$ cat src/rtl/tfdcp_pkg.sv
// Shared constants and types for the two-field decimal command parser.
package tfdcp_pkg;

    localparam int FIELD_CHARS_DEF = 8;
    localparam int CNT_W           = 4;
    localparam int VAL_W           = 16;
    localparam int BYTE_W          = 8;

    localparam logic [BYTE_W-1:0] CHAR_DOT   = 8'h2E;
    localparam logic [BYTE_W-1:0] CHAR_BANG  = 8'h21;
    localparam logic [BYTE_W-1:0] CHAR_SPACE = 8'h20;
    localparam logic [BYTE_W-1:0] CHAR_PLUS  = 8'h2B;
    localparam logic [BYTE_W-1:0] CHAR_MINUS = 8'h2D;
    localparam logic [BYTE_W-1:0] CHAR_ZERO  = 8'h30;
    localparam logic [BYTE_W-1:0] CHAR_NINE  = 8'h39;
    localparam logic [BYTE_W-1:0] CHAR_TAB   = 8'h09;
    localparam logic [BYTE_W-1:0] CHAR_CR    = 8'h0D;

    typedef enum logic [3:0] {
        PH_SKIP   = 4'b0001,
        PH_SIGN   = 4'b0010,
        PH_DIGITS = 4'b0100,
        PH_DONE   = 4'b1000
    } phase_t;

    typedef struct packed {
        logic take;
        logic restart;
    } conv_ctrl_t;

endpackage

$ cat src/rtl/tfdcp_conv.sv
// Per-field decimal conversion: whitespace skip, sign, digit accumulation.
module tfdcp_conv #(
    parameter int FIELD_CHARS = tfdcp_pkg::FIELD_CHARS_DEF
) (
    input  logic                         aclk,
    input  logic                         aresetn,
    input  tfdcp_pkg::conv_ctrl_t        ctrl,
    input  logic [tfdcp_pkg::BYTE_W-1:0] char_in,
    output logic [tfdcp_pkg::VAL_W-1:0]  field_val
);
    import tfdcp_pkg::*;

    localparam logic [CNT_W-1:0] CNT_MAX = CNT_W'(FIELD_CHARS);

    phase_t             phase_reg, phase_next;
    logic [CNT_W-1:0]   cnt_reg, cnt_next;
    logic               neg_reg, neg_next;
    logic [VAL_W-1:0]   acc_reg, acc_next;
    logic               is_digit;
    logic [VAL_W-1:0]   digit_val;
    logic [VAL_W-1:0]   acc_times_ten;

    assign is_digit      = (char_in >= CHAR_ZERO) && (char_in <= CHAR_NINE);
    assign digit_val     = VAL_W'(char_in - CHAR_ZERO);
    assign acc_times_ten = (acc_reg << 3) + (acc_reg << 1);
    assign field_val     = neg_reg ? (VAL_W'(0) - acc_reg) : acc_reg;

    always_comb begin
        phase_next = phase_reg;
        cnt_next   = cnt_reg;
        neg_next   = neg_reg;
        acc_next   = acc_reg;
        if (ctrl.restart) begin
            phase_next = PH_SKIP;
            cnt_next   = '0;
            neg_next   = 1'b0;
            acc_next   = '0;
        end else if (ctrl.take && (cnt_reg < CNT_MAX)) begin
            cnt_next = cnt_reg + 1'b1;
            case (phase_reg)
                PH_SKIP: begin
                    if (char_in inside {CHAR_SPACE, [CHAR_TAB:CHAR_CR]}) begin
                        phase_next = PH_SKIP;
                    end else if (char_in inside {CHAR_PLUS, CHAR_MINUS}) begin
                        neg_next   = (char_in == CHAR_MINUS);
                        phase_next = PH_SIGN;
                    end else if (is_digit) begin
                        acc_next   = digit_val;
                        phase_next = PH_DIGITS;
                    end else begin
                        phase_next = PH_DONE;
                    end
                end
                PH_SIGN, PH_DIGITS: begin
                    if (is_digit) begin
                        acc_next   = acc_times_ten + digit_val;
                        phase_next = PH_DIGITS;
                    end else begin
                        phase_next = PH_DONE;
                    end
                end
                default: begin
                    phase_next = phase_reg;
                end
            endcase
        end
    end

    always_ff @(posedge aclk) begin
        if (!aresetn) begin
            phase_reg <= PH_SKIP;
            cnt_reg   <= '0;
            neg_reg   <= 1'b0;
            acc_reg   <= '0;
        end else begin
            phase_reg <= phase_next;
            cnt_reg   <= cnt_next;
            neg_reg   <= neg_next;
            acc_reg   <= acc_next;
        end
    end

    // Characters beyond the field limit are dropped, so the count saturates there.
    a_cnt_bound: assert property (@(posedge aclk) disable iff (!aresetn)
        cnt_reg <= CNT_MAX)
        else $error("field character count exceeded its limit");

    a_restart_clears: assert property (@(posedge aclk) disable iff (!aresetn)
        $past(ctrl.restart) |-> (phase_reg == PH_SKIP) && (acc_reg == '0) && !neg_reg)
        else $error("field state not cleared after a separator");

    a_done_holds: assert property (@(posedge aclk) disable iff (!aresetn)
        ($past(phase_reg == PH_DONE) && !$past(ctrl.restart)) |->
            (phase_reg == PH_DONE) && $stable(acc_reg))
        else $error("finished conversion changed without a separator");

endmodule

$ cat src/rtl/two_field_decimal_command_parser.sv
// Top level: byte stream in, pair of 16-bit duty values out on each '!' item.
// Flow: an accepted byte is registered in in_byte_reg and processed from there; a '!'
// item sets the out_valid_reg register, which drives m_tvalid, when it is processed.
// Throughput: one byte item per cycle, limited only by back-pressure on the result
// register when a '!' arrives while a previous result is still waiting.
// Reset: aresetn is synchronous and active low; it clears both values, the field
// state and all valid flags.
module two_field_decimal_command_parser #(
    parameter int FIELD_CHARS = tfdcp_pkg::FIELD_CHARS_DEF
) (
    input  logic                          aclk,
    input  logic                          aresetn,
    input  logic                          s_tvalid,
    output logic                          s_tready,
    input  logic [tfdcp_pkg::BYTE_W-1:0]  s_tdata,   // [7:0] rx_byte
    output logic                          m_tvalid,
    input  logic                          m_tready,
    output logic [2*tfdcp_pkg::VAL_W-1:0] m_tdata    // [15:0] duty_a, [31:16] duty_b
);
    import tfdcp_pkg::*;

    logic                 in_valid_reg;
    logic [BYTE_W-1:0]    in_byte_reg;
    logic                 out_valid_reg;
    logic [2*VAL_W-1:0]   out_data_reg;
    logic                 second_reg;
    logic [VAL_W-1:0]     first_val_reg, first_val_next;
    logic [VAL_W-1:0]     second_val_reg, second_val_next;
    logic                 proc;
    logic                 is_dot, is_bang;
    conv_ctrl_t           conv_ctrl;
    logic [VAL_W-1:0]     field_val;

    assign is_dot  = (in_byte_reg == CHAR_DOT);
    assign is_bang = (in_byte_reg == CHAR_BANG);

    // A held byte goes through unless it is a '!' facing a stalled result.
    assign proc     = in_valid_reg && !(is_bang && out_valid_reg && !m_tready);
    assign s_tready = !in_valid_reg || proc;
    assign m_tvalid = out_valid_reg;
    assign m_tdata  = out_data_reg;

    assign conv_ctrl.restart = proc && (is_dot || is_bang);
    assign conv_ctrl.take    = proc && !is_dot && !is_bang;

    tfdcp_conv #(
        .FIELD_CHARS (FIELD_CHARS)
    ) u_conv (
        .aclk      (aclk),
        .aresetn   (aresetn),
        .ctrl      (conv_ctrl),
        .char_in   (in_byte_reg),
        .field_val (field_val)
    );

    always_comb begin
        first_val_next  = first_val_reg;
        second_val_next = second_val_reg;
        if (second_reg) begin
            second_val_next = field_val;
        end else begin
            first_val_next = field_val;
        end
    end

    always_ff @(posedge aclk) begin
        if (!aresetn) begin
            in_valid_reg   <= 1'b0;
            out_valid_reg  <= 1'b0;
            second_reg     <= 1'b0;
            first_val_reg  <= '0;
            second_val_reg <= '0;
        end else begin
            if (s_tready) begin
                in_valid_reg <= s_tvalid;
            end
            if (proc && is_bang) begin
                out_valid_reg <= 1'b1;
            end else if (m_tready) begin
                out_valid_reg <= 1'b0;
            end
            if (conv_ctrl.restart) begin
                first_val_reg  <= first_val_next;
                second_val_reg <= second_val_next;
                second_reg     <= is_dot;
            end
        end
    end

    always_ff @(posedge aclk) begin
        if (s_tvalid && s_tready) begin
            in_byte_reg <= s_tdata;
        end
        if (proc && is_bang) begin
            out_data_reg <= {second_val_next, first_val_next};
        end
    end

    a_result_from_bang: assert property (@(posedge aclk) disable iff (!aresetn)
        (out_valid_reg && !$past(out_valid_reg)) |-> $past(proc && is_bang))
        else $error("result raised without a frame end");

    a_bang_resets_field: assert property (@(posedge aclk) disable iff (!aresetn)
        $past(proc && is_bang) |-> !second_reg && out_valid_reg)
        else $error("frame end did not return to the first field");

    a_no_overwrite: assert property (@(posedge aclk) disable iff (!aresetn)
        (out_valid_reg && !m_tready && in_valid_reg && is_bang) |-> !proc)
        else $error("waiting result overwritten");

endmodule
$ cat config.mk
export PLATFORM = sky130hd
export DESIGN_NAME = two_field_decimal_command_parser
export DESIGN_NICKNAME = d
export VERILOG_FILES = /design/src/rtl/tfdcp_pkg.sv /design/src/rtl/tfdcp_conv.sv /design/src/rtl/two_field_decimal_command_parser.sv
export SDC_FILE = /design/constraint.sdc
export NUM_CORES = 1
export LEC_CHECK = 0
export ABC_AREA = 1
export BUFFER_PORTS_ARGS = -buffer_cell sky130_fd_sc_hd__buf_2
export CAP_MARGIN = 20
export CORE_MARGIN = 5
export CORE_UTILIZATION = 55
export CTS_CLUSTER_DIAMETER = 150
export DETAILED_ROUTE_END_ITERATION = 8
export PLACE_DENSITY = 0.77
export SYNTH_ARGS = -nofsm -noshare
export SYNTH_HDL_FRONTEND = slang
export SYNTH_SLANG_ARGS = --single-unit
$ cat constraint.sdc
create_clock -name aclk -period 2.45 [get_ports aclk]
set_input_delay 0 -clock aclk [delete_from_list [all_inputs] [get_ports aclk]]
set_output_delay 0 -clock aclk [all_outputs]
set_load 0.02 [all_outputs]
==> impl_metrics.toml, run 1 <==
[outcome]
run_status = "complete, but fails checks"
violations = "setup timing"

[worst_setup_path]
slowest_stage = "edfxtp_1"
slowest_delay_ns = 0.51
cp_top_family = "adder cells"
critical_path_required_ns = 2.72
critPathLaunchType = "register"
cp_max_fo = 5
cp.arrival_ns = 2.95
worstPathBufferInverterCount = 3
worstSetupEndpointType = "register"
crit_type = "reg2reg"
path_cells = "ha_4 > inv_2 > nand2_4 > inv_8 > fa_2 > ha_4 > nand2_2 > inv_2 > nand2_2 > nor3_4 > nand2_2 > a21oi_2 > nor2_1 > nor2_1 > nor2_1"

[sta]
setup_viol = 11
worstMarginPinSlew_ns = 0.6890
fin_skew_ns = 0.01354
finalHoldViolations = 0
relSlewSlack_pct = 54.01
period_needed_ns = 2.682
max_freq_mhz = 372.9
rsz0062_at_grt = "true"
drv_slew = 0
setup_tns_ns = -1.733
worst_slack_ns = -0.2315
min_period_over_period_pct = 109.4

[place]
dp.cells = 960
dpl.hpwl_um = 9973
gp_congestion = 0.8829
placed_cell_area_mm2 = 0.006461
io_buffers = 45

[power]
internal_power_mw = 2.352
pwr-share-seq_pct = 55.5
power.switching_mw = 0.8227
ir_drop_mv = 0.2534
p_sw_share_pct = 25.91
comb_power_share_pct = 14.5
p_leak_nw = 3.316
pwr-share-clk_pct = 30.0
finalPower_mw = 3.175
pwr_density_cell_mw_per_mm2 = 444.9

[synth]
synth_cells = 760
syn-num-nets = 806
ys_top_cells_by_count = "250 x nand2_1, 75 x inv_1, 74 x nor2_1"
yosysTopAreaCellShare_pct = 20.75
ys_seq_area_share_pct = 41.50
ys.flop_type = "dfxtp_1"
synthTopCellsByArea = "dfxtp_1 21%, edfxtp_1 21%, nand2_1 16%, nand3_1 5.4%, inv_1 4.9%"
yosys.cell_count.top_type = "nand2_1"
synth_edf_count = 40
yosys.area.top_type = "dfxtp_1"
syn_area_mm2 = 0.005788
synth_area_per_cell_um2 = 7.616
synth_seq_cells = 100
yosysWarnings = 0
async_flop_share_pct = 0
synth_cell_type_count = 38

[job]
maxCapViolations = 0

[floorplanning]
ioPinCount = 46
die_h_um = 112.6
die_x_um = 112.6
dieArea_mm2 = 0.01268
initial_core_util_pct = 56.32
core-area_mm2 = 0.01028
num_rows = 37

[clock_network]
clock-root-buffer = "clkbuf_8"
clockBufferDepth = 2
clk_pin_slew_ns = 0.09
cts_buffers = 9
clk_latency_ns = 0.37
cts.htree.levels = 3
cts_tree = "yes"
clkSinkCount = 100

[layout]
drive_gt1_share_pct = 24.01
instances_no_fill = 998
stdcell_area_mm2 = 0.007137
final_core_util_pct = 69.44
seqCellArea_mm2 = 0.002402
largest_reg_flops = 32
n_fill_cell = 838
area_growth_pct = 23.30
nets = 903
multi_input_area_mm2 = 0.003321
insertedDiodeCount = 0

[global_routing]
antenna_found_initial = 0
grt_util_all_layers_pct = 22.02
grt_pass1_vias = 4947
grt_first_pass_wirelength_um = 22910
grt_max_degree = 37
overflow = 0

[detailed_routing]
dr_total_vias = 5164
dr.first_iter.drc_count = 306
drc = 0
first_pass_iters = 5
met2_length_um = 6455
wl_met3_um = 759
routedWlPerCell_um = 13.58
top_layer = "met4"
detail-route-antenna-nets = 0
wl_met1_um = 5947
wirelength_um = 13550
drt-vias-per-instance = 5.174

[min_path]
min_path_type = "in2reg"
==> worst register-to-register path, stage by stage, from the launching register on <==
cell	delay, ns
edfxtp_1	0.51
ha_4	0.23
inv_2	0.07
nand2_4	0.08
inv_8	0.08
fa_2	0.47
ha_4	0.32
nand2_2	0.07
inv_2	0.06
nand2_2	0.07
nor3_4	0.18
nand2_2	0.10
a21oi_2	0.14
nor2_1	0.04
nor2_1	0.10
nor2_1	0.06
==> path summary, 6_finish.rpt <==
path	start	end	slack (ns)	cells after the start
setup / recovery	in_byte_reg[4]	u_conv.acc_reg[15]	-0.23	15
hold / removal	s_tdata[3]	in_byte_reg[3]	0.33	2
setup reg to reg	in_byte_reg[4]	u_conv.acc_reg[15]	-0.23	15
hold reg to reg	first_val_reg[1]	first_val_reg[1]	0.45	2
==> metal layers <==
metal / vias to the layer above / track usage [%]
met2: 145 / 36.22
met5: - / 0
li1: 2628 / -
met4: 0 / 7.131
met1: 2355 / 28.47
met3: 36 / 5.499
==> final cells by class <==
cell class	instances	area share, %
Clock buffer	13	2.086
Clock inverter	3	0.3156
Inverter	83	4.646
Timing Repair inverter	1	0.05259
Multi-Input combinational cell	558	46.53
Tap cell	136	2.384
Timing Repair Buffer	104	10.33
Sequential cell	100	33.66
==> cells in the final DEF, fill, tap and decap left out, types with 17 or more instances in the layout <==
master / synthesis / layout
nand3_1: 63 / 57
inv_1: 75 / 64
nand2_1: 250 / 234
a21oi_1: 26 / 17
buf_4: 3 / 41
nor2_1: 74 / 72
dfxtp_1: 60 / 60
edfxtp_1: 40 / 40
o21ai_0: 28 / 27
buf_2: 5 / 45
==> stage by stage <==
stage | hold slack [ns] | setup WS [ns]
after floorplan | 0.09887 | 0.001033
after global placement | 0.1764 | -0.2222
after detailed placement | 0.1783 | -0.2525
after CTS | 0.3083 | -0.2103
after global routing | 0.3220 | -0.3898
final | 0.3258 | -0.2315
==> power groups by stage <==
stage,clock network [mW],registers [mW],logic [mW]
finish,0.953,1.76,0.462
detailed placement,0,1.80,0.358
global placement,0,1.80,0.347
global route,1.04,1.76,0.506
CTS,0.967,1.76,0.422
floorplan,0,1.80,0.232
==> what timing repair did <==
| action | in CTS | in global routing |
|---|---|---|
| setup buffers | 4 | 5 |
| gates cloned | 1 | 0 |
| setup endpoints to repair | 11 | 46 |
| hold buffers | 13 | 0 |
| gates resized for setup | 40 | 34 |
| endpoints found under the hold margin | 11 | 0 |
| pin swaps | 23 | 25 |
==> kinds of logic (layout without fill, tap and decap cells) <==
family | Yosys count | in the layout | share of synthesized area (%)
xor+xnor | 11 | 11 | 1.665
compound gates | 75 | 75 | 6.723
buf+inv | 102 | 204 | 7.393
fa+ha+maj | 34 | 34 | 9.036
simple gates | 438 | 438 | 33.68
flops | 100 | 100 | 41.50
No activity file was read; power rests on OpenSTA's default activity.
==> run 2, diff against run 1 <==
- CORE_UTILIZATION: 55 -> 33
- PLACE_DENSITY: 0.77 -> not set
==> run 2 against run 1 <==
  * The run still ends with setup timing left
  * Register-to-register slack lost 0.02 ns
  * Clock-buffer cell count shrank 4
  * Combinational power shrank 9.1%
  * Sequential share of layout area shrank 0.45 points
  * Core utilization shrank 27 points
  * Final area grew 1.4%
  * Via count shrank 3.6%
  * Cell count grew 8.7%
  * First-iteration DRC count shrank 33%
  * Clock skew shrank 0.0042 ns
  * Clock power grew 46%
  * Critical path type unchanged
  * Critical endpoint is now u_conv.acc_reg[9]
==> impl_metrics.toml, run 2 (synthesis results as in run 1) <==
[detailed_routing]
drc = 0
routedWlPerCell_um = 12.37
wirelength_um = 13420
drt-vias-per-instance = 4.586
detail-route-antenna-nets = 0
dr.first_iter.drc_count = 206
dr_total_vias = 4976
first_pass_iters = 4

[worst_setup_path]
cp.arrival_ns = 2.99
r2r-end = "u_conv.acc_reg[9]"
r2r.worst_path.cells = 15
cp_max_fo = 5
crit_type = "reg2reg"
timing.rr.start = "in_byte_reg[4]"
critical_path_required_ns = 2.74
worstSetupEndpointType = "register"
r2r_slack_ns = -0.25
critPathLaunchType = "register"

[clock_network]
cts_buffers = 9
cts.htree.levels = 3
clk_latency_ns = 0.36
clkSinkCount = 100
clk_pin_slew_ns = 0.07
clock-root-buffer = "clkbuf_16"
clockBufferDepth = 2
cts_tree = "yes"

[layout]
final_cell_mix = "238 x nand2_1, 70 x nor2_1, 66 x inv_1"
stdcell_area_mm2 = 0.007234
final_core_util_pct = 41.97
nets = 901
final_common_cell = "nand2_1"
insertedDiodeCount = 0
area_growth_pct = 24.99
largest_reg_flops = 32
drive_gt1_share_pct = 22.67

[global_routing]
grt_pass1_vias = 4644
grt_max_degree = 37
grt_util_all_layers_pct = 13.53
grt_first_pass_wirelength_um = 22380
overflow = 0
antenna_found_initial = 0

[min_path]
hold_start = "aresetn"
min_path_type = "in2reg"
min_delay_path_depth = 3
hold_end = "m_tvalid"

[outcome]
violations = "setup timing"
run_status = "complete, but fails checks"

[sta]
setup_viol = 10
worstMarginPinSlew_ns = 0.5152
drv_slew = 0
worst_slack_ns = -0.2516
fin_skew_ns = 0.009293
max_freq_mhz = 370.1
setup_tns_ns = -1.793
rsz0062_at_grt = "true"
relSlewSlack_pct = 65.62
min_period_over_period_pct = 110.3
period_needed_ns = 2.702
finalHoldViolations = 0

[floorplanning]
core-area_mm2 = 0.01724
ioPinCount = 46
die_x_um = 142.4
die_h_um = 142.4
dieArea_mm2 = 0.02029
num_rows = 48
initial_core_util_pct = 33.58

[place]
dpl.hpwl_um = 10090
pre_cts_ws_ns = -0.3321
placed_cell_area_mm2 = 0.006600
io_buffers = 45
gp_congestion = 0.8579

[power]
pwr_density_cell_mw_per_mm2 = 494.3
finalPower_mw = 3.576
p_leak_nw = 3.330
ir_drop_mv = 0.3929

[job]
maxCapViolations = 0
-- run 2: how the worst max path moves through the flow --
stage	startpoint	to	slack [ns]	depth (start not counted)
after floorplan	in_byte_reg[4]	u_conv.acc_reg[15]	0.001	13
after global placement	in_byte_reg[5]	u_conv.acc_reg[13]	-0.30	15
after detailed placement	in_byte_reg[5]	u_conv.acc_reg[13]	-0.33	15
after CTS	in_byte_reg[5]	u_conv.acc_reg[9]	-0.18	15
after global routing	in_byte_reg[4]	u_conv.acc_reg[15]	-0.42	16
final	in_byte_reg[4]	u_conv.acc_reg[9]	-0.25	15
-- run 2: power breakdown --
part	leakage, nW	internal, mW	switching [mW]	total (mW)
sequential	0.847	1.74	0.0226	1.76
combinational	2.34	0.194	0.226	0.420
clock	0.141	0.715	0.679	1.39
-- run 2: what timing repair did --
item                       in CTS  in global routing
hold buffers                   10                  0
buffers inserted                4                  3
cloned                          1                  0
resized for setup              16                 28
setup endpoints to repair      11                 11
pin swaps                       7                 11
hold endpoints to repair       10                  0
-- run 2: layout make-up --
class | count | area (um2)
Fill cell | 1739 | 10000
Multi-Input combinational cell | 558 | 3208
Sequential cell | 100 | 2402
Timing Repair Buffer | 102 | 719.4
Inverter | 83 | 321.6
Tap cell | 225 | 281.5
Clock buffer | 9 | 225.2
Clock inverter | 7 | 70.07
Timing Repair inverter | 1 | 6.256
-- run 2: through the flow --
stage / hold WS, ns / std cells
CTS: 0.006946 / 1082
global placement: 0.1773 / 1051
finish: 0.01339 / 1085
floorplan: 0.09887 / 760
global route: 0.03584 / 1085
detailed placement: 0.1781 / 1051
-- run 2: routing by layer --
| layer | part of all wire [%] | global-route usage (%) | wire length [um] |
|---|---|---|---|
| met4 | 1.7 | 3.652 | 229 |
| met3 | 4.0 | 2.755 | 536 |
| met2 | 49 | 22.78 | 6516 |
| met1 | 46 | 17.75 | 6134 |
| met5 | 0 | 0 | 0 |
-- run 2: worst max-delay path, stage by stage, from the launching register on --
cell	delay [ns]
edfxtp_1	0.49
inv_2	0.09
ha_4	0.27
inv_2	0.04
fa_1	0.50
inv_2	0.05
ha_4	0.29
nand2_2	0.06
nand3b_1	0.20
nand2_2	0.14
nand2_2	0.07
nand3_2	0.05
nand2_1	0.05
nor2_1	0.16
nor2_1	0.07
nor2_1	0.12
==> run 3, diff against run 2 <==
- CELL_PAD_IN_SITES_DETAIL_PLACEMENT: not set -> 1
- CELL_PAD_IN_SITES_GLOBAL_PLACEMENT: not set -> 1
- PLACE_DENSITY_LB_ADDON: not set -> 0.1
- RECOVER_POWER: not set -> 25
==> run 3 against run 2 <==
  * The flow still finishes with violations (setup timing)
  * Global-route usage is 3.1 points higher
  * Die area stayed put
  * Sequential cell count unchanged
  * First-iteration DRC count grew 14%
  * Combinational power rose by 12%
  * Critical endpoint unchanged
  * Largest power group unchanged
==> impl_metrics.toml, run 3 (synthesis results as in run 1) <==
[global_routing]
antenna_found_initial = 0
grt_first_pass_wirelength_um = 27050
grt_util_all_layers_pct = 16.68
grt_pass1_vias = 5390
grt_max_degree = 37
overflow = 0

[layout]
stdcell_area_mm2 = 0.007375
largest_reg_flops = 32
multi_input_area_mm2 = 0.003318
nets = 910
n_fill_cell = 2116
final_core_util_pct = 42.78
drive_gt1_share_pct = 22.55
insertedDiodeCount = 0
area_growth_pct = 27.41
seqCellArea_mm2 = 0.002402
instances_no_fill = 1094
final_common_cell = "nand2_1"
final_cell_mix = "228 x nand2_1, 68 x nor2_1, 65 x inv_1"

[floorplanning]
core-area_mm2 = 0.01724
die_x_um = 142.4
die_h_um = 142.4
dieArea_mm2 = 0.02029
initial_core_util_pct = 33.58
num_rows = 48
ioPinCount = 46

[clock_network]
clkSinkCount = 100
cts.htree.levels = 3
clk_latency_ns = 0.36
cts_tree = "yes"
cts_buffers = 9
clockBufferDepth = 2
clk_pin_slew_ns = 0.08
clock-root-buffer = "clkbuf_16"

[min_path]
min_path_type = "in2reg"
min_delay_path_depth = 3
hold_end = "in_valid_reg"
hold_start = "aresetn"

[worst_setup_path]
critPathLaunchType = "register"
worstSetupEndpointType = "register"
timing.rr.start = "in_byte_reg[5]"
crit_type = "reg2reg"
cp.arrival_ns = 2.97
r2r_slack_ns = -0.27
r2r.worst_path.cells = 14
cp_max_fo = 4
critical_path_required_ns = 2.70
r2r-end = "u_conv.acc_reg[9]"

[power]
pwr-share-clk_pct = 39.3
comb_power_share_pct = 12.8
internal_power_mw = 2.695
pwr_density_cell_mw_per_mm2 = 498.3
pwr-share-seq_pct = 47.9
power.switching_mw = 0.9797
finalPower_mw = 3.675
p_leak_nw = 3.315
ir_drop_mv = 0.3270
p_sw_share_pct = 26.66

[detailed_routing]
dr.first_iter.drc_count = 234
detail-route-antenna-nets = 0
drt-vias-per-instance = 4.731
dr_total_vias = 5176
drc = 0
wirelength_um = 16390
routedWlPerCell_um = 14.98
first_pass_iters = 4

[place]
dpl.hpwl_um = 12460
placed_cell_area_mm2 = 0.006645
io_buffers = 45
gp_congestion = 0.8531
dp.cells = 1057

[sta]
finalHoldViolations = 0
setup_viol = 11
relSlewSlack_pct = 53.95
drv_slew = 0
min_period_over_period_pct = 110.8
rsz0062_at_grt = "true"
worstMarginPinSlew_ns = 0.6900
worst_slack_ns = -0.2655
fin_skew_ns = 0.007888
max_freq_mhz = 368.3
period_needed_ns = 2.716
fin_hold_ws_ns = 0.02060

[outcome]
violations = "setup timing"
run_status = "complete, but fails checks"

[job]
maxCapViolations = 0
==> run 3: routing by layer <==
metal / GRT usage, % / vias to the layer above / wire (um)
met3: 2.453 / 19 / 464
met2: 27.88 / 58 / 7620
met4: 5.503 / 0 / 279
met1: 22.23 / 2466 / 8027
li1: - / 2633 / -
met5: 0 / - / 0
==> run 3: critical path, cell delays in order, from the launching register on <==
cell      delay, ns
edfxtp_1       0.44
buf_4          0.17
ha_4           0.18
xor2_4         0.15
fa_1           0.52
inv_2          0.05
ha_4           0.28
nand2_2        0.05
nand3b_1       0.19
nand2_2        0.15
nand2_2        0.08
a21oi_1        0.15
nor2_2         0.04
nor2_1         0.09
nor2_1         0.06
==> run 3: worst max-delay path by stage <==
| stage | end | start | slack [ns] | cells after the start |
|---|---|---|---|---|
| 2_1_floorplan | u_conv.acc_reg[15] | in_byte_reg[4] | 0.001 | 13 |
| 3_3_place_gp | u_conv.acc_reg[12] | in_byte_reg[4] | -0.34 | 16 |
| 3_5_place_dp | u_conv.acc_reg[12] | in_byte_reg[4] | -0.41 | 16 |
| 4_1_cts | u_conv.acc_reg[12] | in_byte_reg[4] | -0.21 | 17 |
| 5_1_grt | u_conv.acc_reg[12] | in_byte_reg[5] | -0.45 | 16 |
| 6_report | u_conv.acc_reg[9] | in_byte_reg[5] | -0.27 | 14 |
==> run 3: power groups by stage <==
| stage | combinational [mW] | clock, mW | sequential [mW] |
|---|---|---|---|
| after global placement | 0.365 | 0 | 1.80 |
| after CTS | 0.445 | 1.49 | 1.76 |
| final | 0.472 | 1.44 | 1.76 |
| after floorplan | 0.232 | 0 | 1.80 |
| after detailed placement | 0.373 | 0 | 1.80 |
| after global routing | 0.520 | 1.55 | 1.76 |
==> run 3: timing repair <==
action | 4_1_cts | 5_1_grt
pin swaps | 24 | 23
hold endpoints to repair | 10 | 0
setup endpoints to repair | 11 | 11
setup buffers | 7 | 4
resized for setup | 50 | 24
hold buffers | 10 | 0
cloned | 1 | 0
==> run 3: through the flow <==
stage	setup TNS [ns]	setup WS, ns
5_1_grt	-4.057	-0.4480
3_3_place_gp	-2.051	-0.3417
3_5_place_dp	-2.987	-0.4131
4_1_cts	-1.720	-0.2051
6_report	-2.179	-0.2655
2_1_floorplan	0	0.001033
==> run 3: final cells by class <==
class	instances	share of cell area, %
multi-input cells	558	44.99
clock buffers	10	3.241
clock inverters	6	0.7465
repair inverters	1	0.05090
flip-flops and latches	100	32.58
inverters	83	4.394
well taps	225	3.817
repair buffers	111	10.18
